--- src/kvt_pkg.sv ---
// Shared types, constants and arithmetic helpers of the keyframe vertex transform.
package kvt_pkg;

  // Coordinate word width (Q8.8 at 16 bits); the payload structs follow from it
  localparam int COORD_WIDTH = 16;
  localparam int UV_WIDTH    = 15;
  localparam int Q_WIDTH     = 16;

  localparam logic [UV_WIDTH-1:0] UV_ONE = UV_WIDTH'(16384);

  // Datapath widths, sized from the worst-case magnitudes of each step
  localparam int SCALED_W = COORD_WIDTH + 4;
  localparam int ROT_W    = COORD_WIDTH + 8;
  localparam int NODE_W   = (COORD_WIDTH + 13 < 41) ? COORD_WIDTH + 13 : 41;

  // Pipeline depth: seven lane stages plus the output register
  localparam int LANE_STAGES = 7;
  localparam int NUM_STAGES  = LANE_STAGES + 1;

  localparam int ADDR_W = 6;
  localparam int DATA_W = 64;

  localparam logic signed [63:0] WIDE_LIM  = 64'sd1099511627775;
  localparam logic signed [63:0] ROUND_ADD = 64'sd2048;

  typedef enum logic [2:0] {
    REG_NODE_ROW_0,
    REG_NODE_ROW_1,
    REG_NODE_ROW_2,
    REG_ROTATION,
    REG_SCALE,
    REG_TRANSLATION
  } reg_idx_e;

  typedef struct packed {
    logic [2:0][63:0] node_row;
    logic [63:0]      rotation;
    logic [47:0]      scale;
    logic [47:0]      translation;
  } cfg_t;

  typedef logic [2:0][2:0][Q_WIDTH-1:0] rot_t;
  typedef logic [2:0][COORD_WIDTH-1:0]  vec_t;
  typedef logic [2:0][NODE_W-1:0]       lane_out_t;

  typedef struct packed {
    logic signed [COORD_WIDTH-1:0] vertex_x;
    logic signed [COORD_WIDTH-1:0] vertex_y;
    logic signed [COORD_WIDTH-1:0] vertex_z;
    logic signed [COORD_WIDTH-1:0] normal_x;
    logic signed [COORD_WIDTH-1:0] normal_y;
    logic signed [COORD_WIDTH-1:0] normal_z;
    logic [UV_WIDTH-1:0]           tex_u;
    logic [UV_WIDTH-1:0]           tex_v;
  } in_item_t;

  typedef struct packed {
    logic signed [COORD_WIDTH-1:0] out_pos_x;
    logic signed [COORD_WIDTH-1:0] out_pos_y;
    logic signed [COORD_WIDTH-1:0] out_pos_z;
    logic signed [COORD_WIDTH-1:0] out_norm_x;
    logic signed [COORD_WIDTH-1:0] out_norm_y;
    logic signed [COORD_WIDTH-1:0] out_norm_z;
    logic [UV_WIDTH-1:0]           out_u;
    logic [UV_WIDTH-1:0]           out_v;
  } out_item_t;

  // Round half up by 12 fraction bits
  function automatic logic signed [63:0] rnd_shr(input logic signed [63:0] x);
    return (x + ROUND_ADD) >>> 12;
  endfunction

  function automatic logic signed [63:0] clamp_wide(input logic signed [63:0] x);
    logic signed [63:0] r;
    if (x > WIDE_LIM) r = WIDE_LIM;
    else if (x < -WIDE_LIM) r = -WIDE_LIM;
    else r = x;
    return r;
  endfunction

  function automatic logic [Q_WIDTH-1:0] sat_q(input logic signed [63:0] x);
    logic [Q_WIDTH-1:0] r;
    if (x > 64'sd32767) r = Q_WIDTH'(16'h7fff);
    else if (x < -64'sd32768) r = Q_WIDTH'(16'h8000);
    else r = x[Q_WIDTH-1:0];
    return r;
  endfunction

  function automatic logic [COORD_WIDTH-1:0] sat_coord(input logic signed [63:0] x);
    logic signed [63:0] hi;
    logic signed [63:0] lo;
    logic [COORD_WIDTH-1:0] r;
    hi = (64'sd1 <<< (COORD_WIDTH - 1)) - 64'sd1;
    lo = -hi - 64'sd1;
    if (x > hi) r = hi[COORD_WIDTH-1:0];
    else if (x < lo) r = lo[COORD_WIDTH-1:0];
    else r = x[COORD_WIDTH-1:0];
    return r;
  endfunction

  function automatic logic [UV_WIDTH-1:0] one_minus(input logic [UV_WIDTH-1:0] t);
    logic [UV_WIDTH-1:0] r;
    if (t > UV_ONE) r = '0;
    else r = UV_ONE - t;
    return r;
  endfunction

endpackage

--- src/kvt_merge.sv ---
// Output stage: axis remap and saturation of both lanes, uv flip.
module kvt_merge (
  input  logic                              clk_i,
  input  logic                              en_i,
  input  kvt_pkg::lane_out_t                pos_i,
  input  kvt_pkg::lane_out_t                norm_i,
  input  logic [kvt_pkg::UV_WIDTH-1:0]      u_i,
  input  logic [kvt_pkg::UV_WIDTH-1:0]      v_i,
  output kvt_pkg::out_item_t                word_o
);

  kvt_pkg::out_item_t word_d, word_q;

  always_comb begin
    word_d.out_pos_x  = kvt_pkg::sat_coord(-64'($signed(pos_i[0])));
    word_d.out_pos_y  = kvt_pkg::sat_coord(64'($signed(pos_i[2])));
    word_d.out_pos_z  = kvt_pkg::sat_coord(64'($signed(pos_i[1])));
    word_d.out_norm_x = kvt_pkg::sat_coord(-64'($signed(norm_i[0])));
    word_d.out_norm_y = kvt_pkg::sat_coord(64'($signed(norm_i[2])));
    word_d.out_norm_z = kvt_pkg::sat_coord(64'($signed(norm_i[1])));
    word_d.out_u      = kvt_pkg::one_minus(u_i);
    word_d.out_v      = kvt_pkg::one_minus(v_i);
  end

  always_ff @(posedge clk_i) begin
    if (en_i) word_q <= word_d;
  end

  assign word_o = word_q;

endmodule

--- config.mk ---
export PLATFORM = sky130hd
export DESIGN_NAME = kvt_merge
export DESIGN_NICKNAME = d
export VERILOG_FILES = /design/src/kvt_pkg.sv /design/src/kvt_merge.sv
export SDC_FILE = /design/constraint.sdc
export NUM_CORES = 1
export LEC_CHECK = 0
export BUFFER_PORTS_ARGS = -buffer_cell sky130_fd_sc_hd__buf_2
export CELL_PAD_IN_SITES_DETAIL_PLACEMENT = 1
export CELL_PAD_IN_SITES_GLOBAL_PLACEMENT = 1
export CORE_UTILIZATION = 31
export DETAILED_ROUTE_END_ITERATION = 10
export PLACE_DENSITY = 0.87
export SYNTH_ARGS = -nofsm -noshare
export SYNTH_HDL_FRONTEND = slang
export SYNTH_SLANG_ARGS = --single-unit
--- constraint.sdc ---
create_clock -name clk_i -period 4.9 [get_ports clk_i]
set_input_delay 0.98 -clock clk_i [delete_from_list [all_inputs] [get_ports clk_i]]
set_output_delay 0.98 -clock clk_i [all_outputs]
set_load 0.01 [all_outputs]
After elaboration in Yosys (flattened, before gate mapping)
Index checks and enable logic that the tools add are counted.
{ "totals": {"register_bits": 126, "in_bits": 206, "out_inout_bits": 126, "elab_cells": 32} }
{ "classes": {"n_addsub": 4, "order_cmp": 14, "muxes": 6} }
{ "op_table": {"columns": ["cell", "count"], "rows": [
  ["$gt A64 B16 Y1 const B", 2],
  ["$lt A64 B16 Y1 const B", 2],
  ["$neg A29 Y64", 2],
  ["$gt A29 B16 Y1 const B", 4],
  ["$lt A29 B16 Y1 const B", 4],
  ["$mux W16", 6],
  ["$gt A15 B15 Y1 const B", 2],
  ["$sub A15 B15 Y15 const A", 2]
]} }

Depth between registers and ports, before layout
{ "logic_depth": {"ltp_word": 3, "depth_mapped": 15, "ltp_nobuf": 13} }

Worst setup path before layout
OpenSTA, ideal clock, no wires.
{ "synth_path": {"kind": "input to register", "from": "input port pos_i[0] (netlist bit)", "to": "register word_q (netlist bit word_o[114]), data pin", "setup_ns": 0.129, "t_arrival_ns": 4.490, "t_required_ns": 4.771, "setup_slack_ns": 0.281, "path_stages": 14, "path_buffers": 1, "cell_sequence": "inv_1 -> ha_1 -> nor3b_1 -> nand2_1 -> nor3_1 -> or3b_2 -> ha_1 -> nor4_1 -> nand4_1 -> nor4_1 -> nand4_1 -> o41ai_1 -> clkbuf_1 -> a21o_1"} }
{ "synth_via": {"elab_chain_len": 3, "word_cells_on_any_way": 4, "classes_between": "add/sub: 1; order compare: 2; mux: 1"} }
{ "synth_lines": {"columns": ["element", "line_no", "rtl"], "rows": [
  ["start: declaration", "kvt_merge.sv:5", "input kvt_pkg::lane_out_t pos_i,"],
  ["$neg A29 Y64 (*)", "kvt_merge.sv:15", "word_d.out_pos_x = kvt_pkg::sat_coord(-64'($signed(pos_i[0])));"],
  ["$lt A64 B16 Y1", "kvt_pkg.sv:96", "else if (x < lo) r = lo[COORD_WIDTH-1:0];"],
  ["$mux W16", "kvt_pkg.sv:96", null],
  ["end signal: assignment", "kvt_merge.sv:26", "if (en_i) word_q <= word_d;"],
  ["end: declaration", "kvt_merge.sv:12", "kvt_pkg::out_item_t word_d, word_q;"]
]} }
Every way passes the cells marked *; elsewhere a longest branch is shown, timed or not.
A chain may end at the register's enable or synchronous reset.

Worst setup path after layout
{ "layout_path": {"from": "input port pos_i[0] (netlist bit)", "to": "register word_q (netlist bit word_o[113]), data pin"} }
Same word-level chain as after synthesis.

==> key figures <==
Status
  • Status: completed

Worst setup path
  • Worst setup EP type: register
  • CP Max Fanout: 15
  • Crit-path cells: buf_2 > inv_1 > ha_1 > nor3b_1 > nand2_1 > nor3_1 > or3b_2 > ha_1 > or4_1 > a211o_1 > a2111oi_2 > a41oi_1 > buf_4 > a31o_2
  • Critical Path RT: slightly above 5 ns
  • CP max stage delay: just under 0.5 ns
  • Crit Path Category: in -> reg
  • Worst path arrival time: 4.53 ns
  • Startpoint Class: input pin
  • Most Frequent Cell on Critical Path: ha_1
  • Slowest cell on crit path: or3b_2

CTS
  • CTS root buffer: clkbuf_16
  • CTS Buf Count: 17
  • CTS tree: yes
  • Clock sinks: 126
  • Htree depth: 4
  • CTS clock-pin slew for the worst setup and hold paths: 0.07 ns
  • Post_cts resized: 0
  • Post-CTS Hold Buffers: 0
  • Max clock buf depth: 2
  • Post-CTS setup buffer count: 0

Placed design
  • I/O Buffers: 331
  • Place WS: 0.148 ns
  • Dpl cells: 1207
  • Placed Area: 0.00895 sq mm
  • Global placement routability congestion: 0.868
  • Post-DP HPWL: roughly 20 mm

Pwr
  • Clock power frac: 44.0%
  • Power Total: 3.19 mW
  • PD cells: 332 mW/mm^2
  • Net Switching: roughly 0.83 mW
  • Internal power component: between 2 and 2.5 mW
  • Gate power share: 14.7%
  • Leak: 3.90 nW
  • Switching share of power: 26.0%
  • Sequential Power Share: 41.3%
  • Worst vdd ir: 182 uV

Synthesis
  • Register bit total from synthesis: 126
  • YS warnings: 0
  • Syn avg cell area: 11.3 sq um
  • Number of synthesized flops with an enable pin: 126
  • Register area share after synthesis: 55.4%
  • Synth Cell Area: a little under 0.007 sq mm
  • Syn_nets: 821
  • Async set or reset register ratio after synthesis: 0%
  • Library cells used by synthesis: 53
  • Syn Inst Count: 603
  • Predominant post-synthesis flop cell: edfxtp_1

Layout
  • Final instance area: 0.00960 sq mm
  • Area grow syn2layout: 40.6%
  • Fin util: 45.1%
  • Final net count: ~1.2k
  • Share of layout cells above drive strength 1: 41.6%
  • Filler cell count: 2451
  • Finished Layout Cells: 1243
  • Max reg flops: around 130

Floorplan
  • IO Pins: 332
  • Initial Util: roughly a third
  • Die Ht: 150 um
  • Die area: roughly 0.023 sq mm
  • Core area: 0.0213 sq mm
  • Die Width: 150 um
  • Std-Cell Rows: 53

Drt
  • Total Wirelength: 24.7 mm
  • Vias/cell: ~5.2
  • DR iter-0 viols: between 200 and 250
  • Vias after detailed routing: between 6k and 7k
  • DRC Markers: 0
  • Drt wl/cell: slightly below 20 um
  • 1st-pass router iterations: 4
  • Post-route ant nets: 0

Hold path
  • Hold EP: word_o[45]
  • HP Class: in -> reg
  • Hold Crit Depth: 1
  • Worst min-delay path startpoint: norm_i[57]

Timing
  • Setup WS post-layout: about 0.53 ns
  • Final Hold Viols: 0
  • TNS Setup: 0 ns
  • Slew margin rel.: 30.5%
  • Final cycle utilization of the critical path: 89.2%
  • Worst-Margin Slew: 1.04 ns
  • Maximum clock rate: 0.229 GHz
  • Max-slew violations: 0
  • # setup viols final: 0
  • RSZ-0062 raised after global routing: no
  • Final Hold Slack: 0.795 ns
  • Fin crit period: roughly 4.4 ns

GRT
  • Number of global-route vias before repair: 6623
  • Grt total ovfl: 0
  • Largest net degree at the start of global routing: 68
  • First-pass GRT wire length: 36.1 mm
  • Tot GR Track Use: 21.3%
  • Initial antenna violation count: 6

Flow run
  • # Max-Cap Violations: 0
## synthesized netlist by cell type, types with 2 or more instances
library cell,number,share of area (%)
nand3b_1,2,0.22
nor4b_1,2,0.26
and3_1,3,0.27
or4_1,10,1.1
xor2_1,31,4.0
o41a_1,2,0.33
clkbuf_1,22,1.2
nor4_1,28,2.6
or3_1,14,1.3
nor2b_1,3,0.27
ha_1,12,2.2
nand3_1,19,1.4
a211oi_1,3,0.33
nand4_1,14,1.3
a21boi_0,3,0.33
nor3b_1,2,0.22
nand2_1,31,1.7
nor2_1,54,3.0
a21oi_1,18,1.3
nor3_1,37,2.7
inv_1,12,0.66
a41oi_1,6,0.77
edfxtp_1,126,55
nand2b_1,7,0.64
o21a_1,61,6.7
o31a_1,6,0.77
a31o_2,2,0.26
a21o_1,14,1.5
a22oi_1,3,0.33
nand4b_1,3,0.38
o41ai_1,5,0.64
buf_2,2,0.15
o21ai_0,5,0.37
xnor2_1,22,2.8
## worst max path at each step
stage	start	to
after floorplan	pos_i[0]	word_o[114]
after detailed placement	norm_i[0]	word_o[71]
final	pos_i[0]	word_o[113]
after global routing	pos_i[0]	word_o[113]
after global placement	pos_i[8]	word_o[113]
after CTS	norm_i[0]	word_o[71]
## worst max-delay path, delay by kind of cell
family / cells / cell delay [ns]
AOI/OAI and AO/OA: 4 / 0.97
adders and majority gates: 2 / 0.39
buffers and inverters: 3 / 0.39
and+or+nand+nor: 5 / 1.79
## layout by cell type, fill, tap and decap left out, types with 17 or more instances in the layout
cell	count
buf_2	330
edfxtp_1	126
o21a_1	61
nor2_1	54
nor3_1	37
nand2_1	31
xor2_1	31
nor4_1	28
buf_4	24
xnor2_1	22
nand3_1	19
a21oi_1	18
clkbuf_16	17
## power groups by stage
stage	clock (mW)	combinational, mW	sequential (mW)
2_1_floorplan	0	0.129	1.39
3_3_place_gp	0	0.452	1.34
3_5_place_dp	0	0.469	1.34
4_1_cts	1.43	0.473	1.32
5_1_grt	1.47	0.507	1.32
6_report	1.40	0.467	1.32
## per-layer routing
layer / GRT usage, % / wire (um) / share of wire (%)
met5: 0 / 31 / 0.13
met4: 9.95 / 850 / 3.4
met3: 5.52 / 1710 / 6.9
met2: 39.2 / 13000 / 53
met1: 22.7 / 9080 / 37
## logic make-up (layout without fill, tap and decap cells)
logic type,Yosys count,after routing,share of synthesized area [%]
xor gates and xnor gates,53,53,6.80
adders and majority gates,12,12,2.20
muxes,2,2,0.311
buffers and inverters,37,398,2.18
AOI/OAI and AO/OA,139,139,15.1
DFF,126,126,55.4
and+or+nand+nor,234,234,18.0
other,0,4,0
## area by class of cell
type	count	area [sq um]	area share (%)
antenna	4	10.0	0.104
clock buffer	17	425	4.43
clock inverter	15	220	2.29
inverter	12	45.0	0.469
multi-input combinational	440	2940	30.6
sequential	126	3780	39.4
tap	275	344	3.58
timing repair buffer	354	1830	19.1
Power figures use the tool's default switching activity.
