`config.mk`:
```
export PLATFORM = sky130hd
export DESIGN_NAME = kvt_regs
export DESIGN_NICKNAME = d
export VERILOG_FILES = /design/src/kvt_pkg.sv /design/src/kvt_regs.sv
export SDC_FILE = /design/constraint.sdc
export NUM_CORES = 1
export LEC_CHECK = 0
export BUFFER_PORTS_ARGS = -buffer_cell sky130_fd_sc_hd__buf_2
export CAP_MARGIN = 0
export CORE_AREA = 2 2 191 193
export DETAILED_ROUTE_END_ITERATION = 16
export DIE_AREA = 0 0 193 195
export PLACE_DENSITY = 0.83
export SETUP_SLACK_MARGIN = 0.2
export SLEW_MARGIN = 10
export SYNTH_ARGS = -nofsm -noshare
export SYNTH_HDL_FRONTEND = slang
export SYNTH_SLANG_ARGS = --single-unit
```
`constraint.sdc`:
```
create_clock -name clk_i -period 1.4 [get_ports clk_i]
set_input_delay 0.07 -clock clk_i [delete_from_list [all_inputs] [get_ports clk_i]]
set_output_delay 0.07 -clock clk_i [all_outputs]
set_load 0.03 [all_outputs]
```
`src/kvt_pkg.sv`:
```
// Shared types, constants and arithmetic helpers of the keyframe vertex transform.
package kvt_pkg;

  // Coordinate word width (Q8.8 at 16 bits); the payload structs follow from it
  localparam int COORD_WIDTH = 16;
  localparam int UV_WIDTH    = 15;
  localparam int Q_WIDTH     = 16;

  localparam logic [UV_WIDTH-1:0] UV_ONE = UV_WIDTH'(16384);

  // Datapath widths, sized from the worst-case magnitudes of each step
  localparam int SCALED_W = COORD_WIDTH + 4;
  localparam int ROT_W    = COORD_WIDTH + 8;
  localparam int NODE_W   = (COORD_WIDTH + 13 < 41) ? COORD_WIDTH + 13 : 41;

  // Pipeline depth: seven lane stages plus the output register
  localparam int LANE_STAGES = 7;
  localparam int NUM_STAGES  = LANE_STAGES + 1;

  localparam int ADDR_W = 6;
  localparam int DATA_W = 64;

  localparam logic signed [63:0] WIDE_LIM  = 64'sd1099511627775;
  localparam logic signed [63:0] ROUND_ADD = 64'sd2048;

  typedef enum logic [2:0] {
    REG_NODE_ROW_0,
    REG_NODE_ROW_1,
    REG_NODE_ROW_2,
    REG_ROTATION,
    REG_SCALE,
    REG_TRANSLATION
  } reg_idx_e;

  typedef struct packed {
    logic [2:0][63:0] node_row;
    logic [63:0]      rotation;
    logic [47:0]      scale;
    logic [47:0]      translation;
  } cfg_t;

  typedef logic [2:0][2:0][Q_WIDTH-1:0] rot_t;
  typedef logic [2:0][COORD_WIDTH-1:0]  vec_t;
  typedef logic [2:0][NODE_W-1:0]       lane_out_t;

  typedef struct packed {
    logic signed [COORD_WIDTH-1:0] vertex_x;
    logic signed [COORD_WIDTH-1:0] vertex_y;
    logic signed [COORD_WIDTH-1:0] vertex_z;
    logic signed [COORD_WIDTH-1:0] normal_x;
    logic signed [COORD_WIDTH-1:0] normal_y;
    logic signed [COORD_WIDTH-1:0] normal_z;
    logic [UV_WIDTH-1:0]           tex_u;
    logic [UV_WIDTH-1:0]           tex_v;
  } in_item_t;

  typedef struct packed {
    logic signed [COORD_WIDTH-1:0] out_pos_x;
    logic signed [COORD_WIDTH-1:0] out_pos_y;
    logic signed [COORD_WIDTH-1:0] out_pos_z;
    logic signed [COORD_WIDTH-1:0] out_norm_x;
    logic signed [COORD_WIDTH-1:0] out_norm_y;
    logic signed [COORD_WIDTH-1:0] out_norm_z;
    logic [UV_WIDTH-1:0]           out_u;
    logic [UV_WIDTH-1:0]           out_v;
  } out_item_t;

  // Round half up by 12 fraction bits
  function automatic logic signed [63:0] rnd_shr(input logic signed [63:0] x);
    return (x + ROUND_ADD) >>> 12;
  endfunction

  function automatic logic signed [63:0] clamp_wide(input logic signed [63:0] x);
    logic signed [63:0] r;
    if (x > WIDE_LIM) r = WIDE_LIM;
    else if (x < -WIDE_LIM) r = -WIDE_LIM;
    else r = x;
    return r;
  endfunction

  function automatic logic [Q_WIDTH-1:0] sat_q(input logic signed [63:0] x);
    logic [Q_WIDTH-1:0] r;
    if (x > 64'sd32767) r = Q_WIDTH'(16'h7fff);
    else if (x < -64'sd32768) r = Q_WIDTH'(16'h8000);
    else r = x[Q_WIDTH-1:0];
    return r;
  endfunction

  function automatic logic [COORD_WIDTH-1:0] sat_coord(input logic signed [63:0] x);
    logic signed [63:0] hi;
    logic signed [63:0] lo;
    logic [COORD_WIDTH-1:0] r;
    hi = (64'sd1 <<< (COORD_WIDTH - 1)) - 64'sd1;
    lo = -hi - 64'sd1;
    if (x > hi) r = hi[COORD_WIDTH-1:0];
    else if (x < lo) r = lo[COORD_WIDTH-1:0];
    else r = x[COORD_WIDTH-1:0];
    return r;
  endfunction

  function automatic logic [UV_WIDTH-1:0] one_minus(input logic [UV_WIDTH-1:0] t);
    logic [UV_WIDTH-1:0] r;
    if (t > UV_ONE) r = '0;
    else r = UV_ONE - t;
    return r;
  endfunction

endpackage

```
`src/kvt_regs.sv`:
```
// APB-style register file holding node matrix and keyframe configuration.
module kvt_regs (
  input  logic                       clk_i,
  input  logic                       rst_ni,
  input  logic                       psel,
  input  logic                       penable,
  input  logic                       pwrite,
  input  logic [kvt_pkg::ADDR_W-1:0] paddr,
  input  logic [kvt_pkg::DATA_W-1:0] pwdata,
  output logic [kvt_pkg::DATA_W-1:0] prdata,
  output logic                       pready,
  output kvt_pkg::cfg_t              cfg_o
);

  kvt_pkg::cfg_t     cfg_q;
  kvt_pkg::reg_idx_e idx;
  logic              wr;

  assign pready = 1'b1;
  assign idx    = kvt_pkg::reg_idx_e'(paddr[5:3]);
  assign wr     = psel & penable & pwrite & pready;

  always_ff @(posedge clk_i or negedge rst_ni) begin
    if (!rst_ni) begin
      cfg_q.node_row[0]  <= 64'h0000_0000_0000_1000;
      cfg_q.node_row[1]  <= 64'h0000_0000_1000_0000;
      cfg_q.node_row[2]  <= 64'h0000_1000_0000_0000;
      cfg_q.rotation     <= 64'h0000_0000_0000_1000;
      cfg_q.scale        <= 48'h1000_1000_1000;
      cfg_q.translation  <= '0;
    end else if (wr) begin
      unique case (idx)
        kvt_pkg::REG_NODE_ROW_0:  cfg_q.node_row[0] <= pwdata;
        kvt_pkg::REG_NODE_ROW_1:  cfg_q.node_row[1] <= pwdata;
        kvt_pkg::REG_NODE_ROW_2:  cfg_q.node_row[2] <= pwdata;
        kvt_pkg::REG_ROTATION:    cfg_q.rotation    <= pwdata;
        kvt_pkg::REG_SCALE:       cfg_q.scale       <= pwdata[47:0];
        kvt_pkg::REG_TRANSLATION: cfg_q.translation <= pwdata[47:0];
        default: ;
      endcase
    end
  end

  always_comb begin
    unique case (idx)
      kvt_pkg::REG_NODE_ROW_0:  prdata = cfg_q.node_row[0];
      kvt_pkg::REG_NODE_ROW_1:  prdata = cfg_q.node_row[1];
      kvt_pkg::REG_NODE_ROW_2:  prdata = cfg_q.node_row[2];
      kvt_pkg::REG_ROTATION:    prdata = cfg_q.rotation;
      kvt_pkg::REG_SCALE:       prdata = 64'(cfg_q.scale);
      kvt_pkg::REG_TRANSLATION: prdata = 64'(cfg_q.translation);
      default:                  prdata = '0;
    endcase
  end

  assign cfg_o = cfg_q;

endmodule

```
**After elaboration in Yosys (flattened, before gate mapping)**

Cells that the tools add are included.

- Flip-flop bits (word level): 352
- Output and inout port bits: 417
- Word-level logic and storage cells: 21
- Input port bits: 75
- Bits in read-only memories: 0
- RAM bits: 0
- Memories kept: 0
- Latch bits: 0

- Shift operators: 0
- Multipliers: 0
- $add $sub $neg: 0
- Order comparisons: 0
- Bitwise operators: 2
- Div/mod/pow operators: 0
- Reductions and logical operators: 7
- Multiplexer cells: 1
- Eq/ne operators: 5

Operator list:

| kind | count |
|---|---|
| case mux 64 bit (6 select lines) | 1 |
| AND reduction 2 bit | 6 |
| == test 3 x 2 -> 1 bit (second input constant) | 2 |
| == test 3 bit (second input constant) | 2 |
| == test 3 x 1 -> 1 bit (second input constant) | 1 |
| zero test 3 bit | 1 |
| AND 1 bit | 2 |

**Depth between registers and ports, before layout**

- Word-level depth: 3
- Mapped depth: 6
- Gate-level depth less buffers: 3

**Worst setup path after synthesis**

OpenSTA, ideal clock, no wires.

- Kind: input to output
- Start: input port paddr[5] in the netlist's numbering
- End: output port prdata[3] in the netlist's numbering
- Path slack: -0.308 ns
- Data required time: 1.330 ns
- Buffers on the path: 3
- Arrival time: 1.638 ns
- Stages on the path: 5
- Cell sequence: buf_2 buf_2 clkbuf_1 a21oi_1 o21ai_0

- Word-level cells in the longest chain between the ends: 2
- Elaborated cells between the ends (all ways): 7
- Classes of those cells: eq/ne: 5; mux: 1; reduce/logical: 1

Ends and longest elaborated chain:

| element | RTL line | source |
|---|---|---|
| from (decl) | kvt_regs.sv:8 | `input logic [kvt_pkg::ADDR_W-1:0] paddr,` |
| == test 3 bit, or another cell as far along | kvt_regs.sv:45 | `unique case (idx)` |
| case mux 64 bit (6 select lines) (*) | kvt_regs.sv:45 |  |
| to (decl) | kvt_regs.sv:10 | `output logic [kvt_pkg::DATA_W-1:0] prdata,` |

Every way passes the cells marked *; elsewhere a longest branch is shown, timed or not.

**Worst setup path in the final report**

- Start: register cfg_q (netlist bit cfg_o[5])
- End: output port prdata[5] in the netlist's numbering

- Word-level cells in the longest chain between the ends: 1

Ends and longest elaborated chain:

| element | RTL line | source |
|---|---|---|
| from (decl) | kvt_regs.sv:15 | `kvt_pkg::cfg_t cfg_q;` |
| case mux 64 bit (6 select lines) | kvt_regs.sv:45 |  |

Every way passes these cells.

==> results by group <==
Power
  • Peak VDD IR: 1.50 mV
  • Pwr Density: roughly 1600 mW/mm^2
  • Leakage: 12.9 nW

Drt
  • Final wirelength: 72500 um
  • Antenna viol nets, final: 0
  • WL/cell: approximately 30 um
  • Drt first pass iters: 6
  • Via count: approximately 15000
  • Vias/cell: 6.05
  • Residual DRC count: 0
  • First DRT Iteration DRCs: 895

Synthesis
  • Most area-hungry cell type in the Yosys netlist: dfrtp_1
  • Post-Syn Area: 0.0162 sq mm
  • Seq cells post-synth: 352
  • Synth cell types: 39
  • EDFF count, synth: 0
  • Post-Syn Instances: 1119
  • Fraction of registers with async set/reset: 1.00
  • Sequential area share after synthesis: 0.544
  • Syn nets: roughly 1200
  • Average size of a mapped cell: 14.5 sq um
  • Top cells by area, synth: dfrtp_1 (53%), mux2_2 (22%), mux2_4 (5.6%)
  • Most common cell in the netlist: dfrtp_1
  • Commonest cells post-synth: dfrtp_1 (345), mux2_2 (318), mux2i_1 (68), mux2_4 (60), buf_2 (45)
  • Synth top area share: 0.532
  • Most used DFF post-synth: dfrtp_1
  • Yosys warns: 0

Worst setup path
  • Crit. End Element: output pin
  • R2r setup slk: 0.12 ns
  • Data required time at the worst endpoint: 1.33 ns
  • Top delay family on crit path: compound AO/OA/AOI/OAI gates
  • CP Cell Sequence: mux2i_2, a211oi_2, a311o_2, buf_6
  • Worst path max stage delay: between 0.4 and 0.5 ns
  • WP buf/inv: 1
  • Arr. time, crit path: roughly 1.9 ns
  • Worst Path Max Fanout: 2
  • CP Class: reg2out
  • Critical path's slowest cell: dfrtp_2
  • Crit path launch type: register

Run
  • Max-cap violations: 0

Place
  • Placed inst area: approximately 0.021 sq mm
  • Placed insts: 2087
  • IO buf count: roughly 490
  • Routability cong.: around 0.91
  • Post-DP HPWL: 39000 um

Floorplanning
  • Core Box Area: around 0.035 sq mm
  • Die Area: 0.0376 sq mm
  • Die Wd: roughly 190 um
  • Row cnt: 69
  • Initial Util: 0.458
  • Ports: about 490
  • Die H: 195 um

Clock tree
  • CTS H-tree depth: 2
  • Worst-skew pair later-pin latency: 0.51 ns
  • Root buf cell: clkbuf_16
  • Worst-path clk slew: 0.06 ns
  • TritonCTS Buffers: 37
  • Clock Sinks: 352
  • CTS Buffer Depth: 3
  • CTS tree: yes

Run status
  • Failing checks: setup timing
  • Status: finished with violations

Final layout
  • Area Overhead vs Synth: 63.1%
  • Nets: roughly 2000
  • Non-Filler Instances: 2415
  • Final instance area: between 0.02 and 0.03 sq mm
  • Final core occ: 0.747
  • Share of cells above drive strength 1: 0.732
  • Fillers: around 1900
  • Number of flip-flops in the largest register: 352

STA
  • F_max: 0.515 GHz
  • Worst rel slew slack: 0.619
  • RSZ-0062 raised after global routing: yes
  • Final hold vios: 0
  • Setup Skew: 0 ns
  • Fin Hold WS: 0.156 ns
  • Clock period minus worst slack: 1.94 ns
  • Setup violators final: between 60 and 70
  • Fin crit share: 1.39
  • Actual slew at the worst max-slew pin: 0.572 ns
  • Slew Viols, Final: 0
  • TNS Setup: -22.81 ns
  • Post-route setup slack: -0.542 ns

GRT
  • Number of global-route vias before repair: 15200
  • Largest net degree at the start of global routing: 59
  • Initial antenna violation count: 6
  • GRT Resource Usage Total: 0.344
  • Gr ovfl total: 0
  • First-pass GRT wire length: 96400 um

Worst hold path
  • Worst Hold Class: in2async
per-stage QoR:
step	setup WS, ns	total power (W)
2_1_floorplan	-0.0166	0.0221
3_3_place_gp	-0.135	0.0262
3_5_place_dp	-0.148	0.0266
4_1_cts	-0.393	0.0395
5_1_grt	-0.535	0.0436
6_report	-0.542	0.0425
layout make-up:
type	instances	area, sq um	area share
well taps	461	577	0.0218
flip-flops and latches	352	8900	0.336
diodes	5	12.5	0.000473
inverters	3	12.5	0.000473
multi-input cells	681	7980	0.302
clock buffers	55	1110	0.0418
clock inverters	12	145	0.00549
repair buffers	846	7720	0.292
tightest hold or removal path: stages:
cell	delay, ns
dlygate4sd3_1	0.56
buf_8	0.17
buf_4	0.22
power breakdown:
group	switching [W]	total (W)	internal [W]	leakage (nW)
logic	0.00949	0.0177	0.00824	7.90
registers	0.00211	0.0144	0.0123	4.40
clock network	0.00431	0.0104	0.00605	0.616
total	0.0159	0.0425	0.0266	12.9
metal layers:
metal | track usage | vias to the layer above | part of all wire
met2 | 0.578 | 1049 | 0.49
met4 | 0.227 | 4 | 0.077
met3 | 0.0785 | 355 | 0.091
li1 | - | 5740 | -
met5 | 0 | - | 0.00037
met1 | 0.389 | 7457 | 0.34
final timing paths:
check	startpoint	endpoint	cells after the start
worst max-delay path	cfg_o[5]	prdata[5]	4
worst min-delay path	rst_ni	cfg_o[26]	3
worst max register to register	cfg_o[147]	cfg_o[147]	5
worst min register to register	cfg_o[66]	cfg_o[66]	1
max in group asynchronous	rst_ni	cfg_o[318]	3
min in group clk_i	penable	cfg_o[295]	5
cell usage in the layout (no fill, tap or decap), types with 5 or more instances in the layout:
master / instances
a211oi_1: 6
a21oi_1: 6
a21oi_2: 8
a221o_2: 12
a221oi_2: 5
a221oi_4: 7
a311o_2: 8
a31oi_2: 9
and2_4: 16
buf_12: 37
buf_2: 226
buf_4: 176
buf_6: 329
buf_8: 10
clkbuf_1: 9
clkbuf_16: 39
clkbuf_8: 7
clkinv_2: 7
dfrtp_1: 282
dfrtp_2: 63
dfstp_2: 7
diode_2: 5
dlygate4sd3_1: 66
mux2_2: 215
mux2_4: 173
mux2i_1: 59
mux2i_2: 8
mux4_2: 16
nand2_1: 24
nand2_2: 5
nand3_1: 9
nand3b_1: 8
nor2_1: 25
o21ai_1: 14
o221ai_2: 8
cells by family after synthesis:
group,after synthesis,share of synthesized area
AOI/OAI and AO/OA,99,0.0461
buffers and inverters,86,0.0275
muxes,472,0.347
DFF,352,0.544
and+or+nand+nor,109,0.0350
other,1,0.000231
repair_timing:
action / 4_1_cts / 5_1_grt
gates resized for setup: 456 / 315
pin swaps: 42 / 23
hold endpoints to repair: 542 / 0
setup buffers: 121 / 68
hold buffers: 67 / 0
setup endpoints to repair: 243 / 422
Note: power is estimated with default switching activity, not from simulation.
